## src/hw/rtl/uac_pkg.sv

```systemverilog
// Shared constants and controller/datapath interface types for the unique address counter.
// No dependencies; imported by every module of the block.
package uac_pkg;

  localparam int CAPACITY  = 128;
  localparam int ADDR_W    = 48;
  localparam int IDX_W     = (CAPACITY > 1) ? $clog2(CAPACITY) : 1;
  localparam int CNT_W     = $clog2(CAPACITY + 1);
  localparam int OUT_CNT_W = 8;

  localparam logic KIND_OBSERVE = 1'b0;
  localparam logic KIND_CLEAR   = 1'b1;

  typedef logic [ADDR_W-1:0]    addr_t;
  typedef logic [CNT_W-1:0]     cnt_t;
  typedef logic [OUT_CNT_W-1:0] out_cnt_t;

  typedef struct packed {
    logic load;
    logic rd_en;
    logic post;
    logic insert;
    logic drop;
    logic clear;
  } uac_cmd_t;

  typedef struct packed {
    logic hit;
    logic scan_end;
    logic rd_vld;
    logic full;
    logic out_free;
  } uac_sts_t;

endpackage

```

## src/hw/rtl/uac_ctrl.sv

```systemverilog
// Controller state machine: accepts a word, sequences the table scan, then posts the result.
// Depends on uac_pkg; commands uac_datapath through uac_cmd_t.
module uac_ctrl (
  input  logic              clk,
  input  logic              rst_n,
  input  logic              in_valid,
  output logic              in_stall,
  input  logic              in_kind,
  input  uac_pkg::uac_sts_t sts,
  output uac_pkg::uac_cmd_t cmd
);
  import uac_pkg::*;

  localparam logic [1:0] ST_IDLE = 2'd0;
  localparam logic [1:0] ST_SCAN = 2'd1;
  localparam logic [1:0] ST_FIN  = 2'd2;

  logic [1:0] state_r, state_nxt;
  logic       kind_r, kind_nxt;
  logic       found_r, found_nxt;
  logic       accept;

  assign in_stall = (state_r != ST_IDLE);
  assign accept   = in_valid && !in_stall;

  always_comb begin
    state_nxt  = state_r;
    kind_nxt   = kind_r;
    found_nxt  = found_r;
    cmd        = '0;
    unique case (state_r)
      ST_IDLE: begin
        if (accept) begin
          cmd.load  = 1'b1;
          kind_nxt  = in_kind;
          found_nxt = 1'b0;
          state_nxt = (in_kind == KIND_CLEAR) ? ST_FIN : ST_SCAN;
        end
      end
      ST_SCAN: begin
        cmd.rd_en = !sts.scan_end && !sts.hit;
        priority if (sts.hit) begin
          found_nxt = 1'b1;
          state_nxt = ST_FIN;
        end else if (sts.scan_end && !sts.rd_vld) begin
          state_nxt = ST_FIN;
        end else begin
          state_nxt = ST_SCAN;
        end
      end
      ST_FIN: begin
        if (sts.out_free) begin
          cmd.post   = 1'b1;
          cmd.clear  = (kind_r == KIND_CLEAR);
          cmd.insert = (kind_r == KIND_OBSERVE) && !found_r && !sts.full;
          cmd.drop   = (kind_r == KIND_OBSERVE) && !found_r && sts.full;
          state_nxt  = ST_IDLE;
        end
      end
      default: begin
        state_nxt = ST_IDLE;
      end
    endcase
  end

  always_ff @(posedge clk) begin
    if (!rst_n) begin
      state_r <= ST_IDLE;
      kind_r  <= KIND_OBSERVE;
      found_r <= 1'b0;
    end else begin
      state_r <= state_nxt;
      kind_r  <= kind_nxt;
      found_r <= found_nxt;
    end
  end

endmodule

```

## config.mk

```make
export PLATFORM = sky130hd
export DESIGN_NAME = uac_ctrl
export DESIGN_NICKNAME = d
export VERILOG_FILES = /design/src/hw/rtl/uac_pkg.sv /design/src/hw/rtl/uac_ctrl.sv
export SDC_FILE = /design/constraint.sdc
export NUM_CORES = 1
export LEC_CHECK = 0
export BUFFER_PORTS_ARGS = -buffer_cell sky130_fd_sc_hd__buf_2
export CORE_AREA = 2 2 39 41
export DETAILED_ROUTE_END_ITERATION = 12
export DIE_AREA = 0 0 41 43
export GPL_ROUTABILITY_DRIVEN = 0
export PLACE_DENSITY = 0.47
export SKIP_LAST_GASP = 1
export SLEW_MARGIN = 20
export SYNTH_ARGS = -nofsm -noshare
export SYNTH_HDL_FRONTEND = slang
export SYNTH_SLANG_ARGS = --single-unit
```

## constraint.sdc

```tcl
create_clock -name clk -period 2.3 [get_ports clk]
set_clock_uncertainty 0.2 [all_clocks]
set_input_delay 0.115 -clock clk [delete_from_list [all_inputs] [get_ports clk]]
set_output_delay 0.115 -clock clk [all_outputs]
set_load 0.02 [all_outputs]
```

==> flow_metrics.tcl <==
set metrics [dict create \
    rsz0062_at_grt "false" \
    final_area_sq_um 395 \
    use_met1_pct 8.33 \
    slowest_stage "dlygate4sd3_1" \
    synthesis.area_sq_um 258 \
    clock_power_share_pct 39.5 \
    cp.required_ps 2210 \
    grt-ovfl-total 0 \
    ctsResizeCount 0 \
    synth_warnings 0 \
    num-nets-final 59 \
    grt_pass1_wl_um 897 \
    die_w_um 41 \
    clk_path_buf_depth 2 \
    final_common_cell "buf_2" \
    slew_violations 0 \
    tritoncts "built" \
    use_met3_pct 6.28 \
    post_cts_buffers 0 \
    syn_area_per_cell_sq_um 9.21 \
    regArea_sq_um 80.1 \
    cp_max_fo 8 \
    root_buffer "clkbuf_4" \
    num_rows 14 \
    syn-num-nets 37 \
    synth_xor_xnor_area_share_pct 0 \
    path_class "reg -> reg" \
    multi_input_area_sq_um 163 \
    grt-busiest-layer "met2" \
    vdd_drop_max_mv 0.204 \
    coreArea_sq_mm 0.00138 \
    drt_wl_total_um 567 \
    dieHeight_um 43 \
    dp_hpwl_um 473 \
    power_leakage_nw 0.203 \
    syn_to_final_growth_pct 53.4 \
    first_iter_violations 5 \
    synthAdderAreaFrac_pct 0 \
    grt_pass1_vias 239 \
    synth_seq_area_share_pct 31.1 \
    dpl-instance-area_sq_um 353 \
    synth_top_family_by_area "simple AND/OR/NAND/NOR gates" \
    max_stage_delay_ps 540 \
    intPower_mw 0.158 \
    synth-simple-area-share_pct 46.1 \
    crit_path_cell_trace "nor3b_2 -> mux2i_1 -> nor2b_1 -> dlygate4sd3_1" \
    layout_common_cells "buf_2, inv_1, dfxtp_1, clkbuf_4" \
    nFillCells 155 \
    cap_violations 0 \
    switching_power_mw 0.0564 \
    htree_num_levels 1 \
    met2_usage_pct 11.6 \
    ios 16 \
    start_util_pct 18.6 \
    cp.arrival_ps 1650 \
    diodes 0 \
    crit_path_start_kind "flop" \
    synth_seq_cells 4 \
    antenna_left 0 \
    path_clk_slew_ps 40 \
    synth_mux_area_share_pct 3.88 \
    syn-instance-count 28 \
    cpLargestDelayFamily "buffers and inverters" \
    power_per_cell_area_mw_per_mm2 541 \
    synth-compound-area-share_pct 13.1 \
    grt_usage_pct 8.12 \
    dieArea_sq_mm 0.00176 \
    endpoint_kind "flop" \
    drc 0 \
    drtPass1Iterations 2 \
    hold_violations 0 \
    viasPerCell 4.36 \
    sequentialPowerShare_pct 37.9 \
    routedWlPerCell_um 8.86 \
    grt_max_degree 10 \
    hp-class "in -> reg" \
    ys_types 20 \
    dr_total_vias 279 \
    critPathBufInv 1 \
    setup_viol 0 \
    pwr-share-comb_pct 22.6 \
    cts_made_buffers 3 \
    clkSinkCount 4 \
    swShare_pct 26.4 \
    setup_tns_ps 0 \
    cts_hold_buf 2 \
    min_period_ps 1740 \
    worst_slew_pin_slew_ps 262 \
    numPortBuffers 15 \
    slew_headroom_pct 82.5 \
    min_period_over_period_pct 75.7 \
    antenna_found_initial 0 \
    drive_above_1_share_pct 47.9 \
    outcome "finished, final reports clean" \
    max_freq_mhz 574 \
    clock_latency_ps 230 \
]
## layout make-up
cell class                 count  area share (%)
multi-input combinational     20            41.1
clock buffer                   3            5.70
inverter                       4            3.80
timing repair buffer          17            24.1
tap                           16            5.06
sequential                     4            20.3
## logic make-up (layout without fill, tap and decap cells)
kind of cell | Yosys count | after routing
flops | 4 | 4
simple gates | 14 | 14
buf+inv | 4 | 24
compound gates | 5 | 5
mux | 1 | 1
## worst register-to-register path, cell delays in order (launching register included)
cell	delay, ps
dfxtp_1	360
nor3b_2	250
mux2i_1	210
nor2b_1	60
dlygate4sd3_1	540
## power groups by stage
| stage | Sequential, mW | Clock, mW | Combinational, mW |
|---|---|---|---|
| floorplan | 0.0808 | 0 | 0.0290 |
| global placement | 0.0824 | 0 | 0.0461 |
| detailed placement | 0.0825 | 0 | 0.0460 |
| CTS | 0.0813 | 0.0889 | 0.0491 |
| global route | 0.0825 | 0.0946 | 0.0534 |
| finish | 0.0812 | 0.0845 | 0.0484 |
## state kept, by name, summed over array words and instances (netlist names)
register and count:
found_r 1, state_r 2, kind_r 1
## per-layer routing
metal	vias to the layer above	wire length, um
met3	0	57
met2	12	278
met1	125	231
li1	142	-
met5	-	0
met4	0	0
## worst paths after layout
path / start / to / slack [ps] / cells after the start
worst max register to register: state_r[1]$_SDFFE_PN0P_ / kind_r$_SDFFE_PN0P_ / 560 / 4
worst min-delay path: in_valid / found_r$_SDFFE_PN0P_ / 60 / 4
worst min register to register: found_r$_SDFFE_PN0P_ / found_r$_SDFFE_PN0P_ / 330 / 2
worst max-delay path: state_r[1]$_SDFFE_PN0P_ / kind_r$_SDFFE_PN0P_ / 560 / 4
## through the flow
| step | worst slack (ps) | total power [mW] | instances | hold slack (ps) | util [%] |
|---|---|---|---|---|---|
| 6_report | 559 | 0.214 | 64 | 60.3 | 28.6 |
| 5_1_grt | 444 | 0.230 | 64 | 84.0 | 28.6 |
| 4_1_cts | 546 | 0.219 | 64 | 65.3 | 28.6 |
| 3_5_place_dp | 916 | 0.129 | 59 | 202 | 25.5 |
| 3_3_place_gp | 944 | 0.129 | 59 | 196 | 25.5 |
| 2_1_floorplan | 775 | 0.110 | 28 | 43.2 | - |
## synthesized netlist by cell type
library cell	count	area share, %
nor4b_2	2	12
inv_1	4	5.8
or2_2	1	2.4
dfxtp_1	4	31
nor4b_1	1	3.4
nor2_1	1	1.5
nand2b_1	1	2.4
nor2b_1	1	2.4
and2b_2	1	3.4
and2_1	1	2.4
a41o_1	1	3.9
o21ai_0	2	3.9
or2_1	1	2.4
nor4bb_1	1	3.9
nor4_1	1	2.4
mux2i_1	1	3.9
nand3b_1	1	2.9
a31oi_1	1	2.4
nor3b_2	1	4.9
a21boi_0	1	2.9
Note: power is estimated with default switching activity, not from simulation.
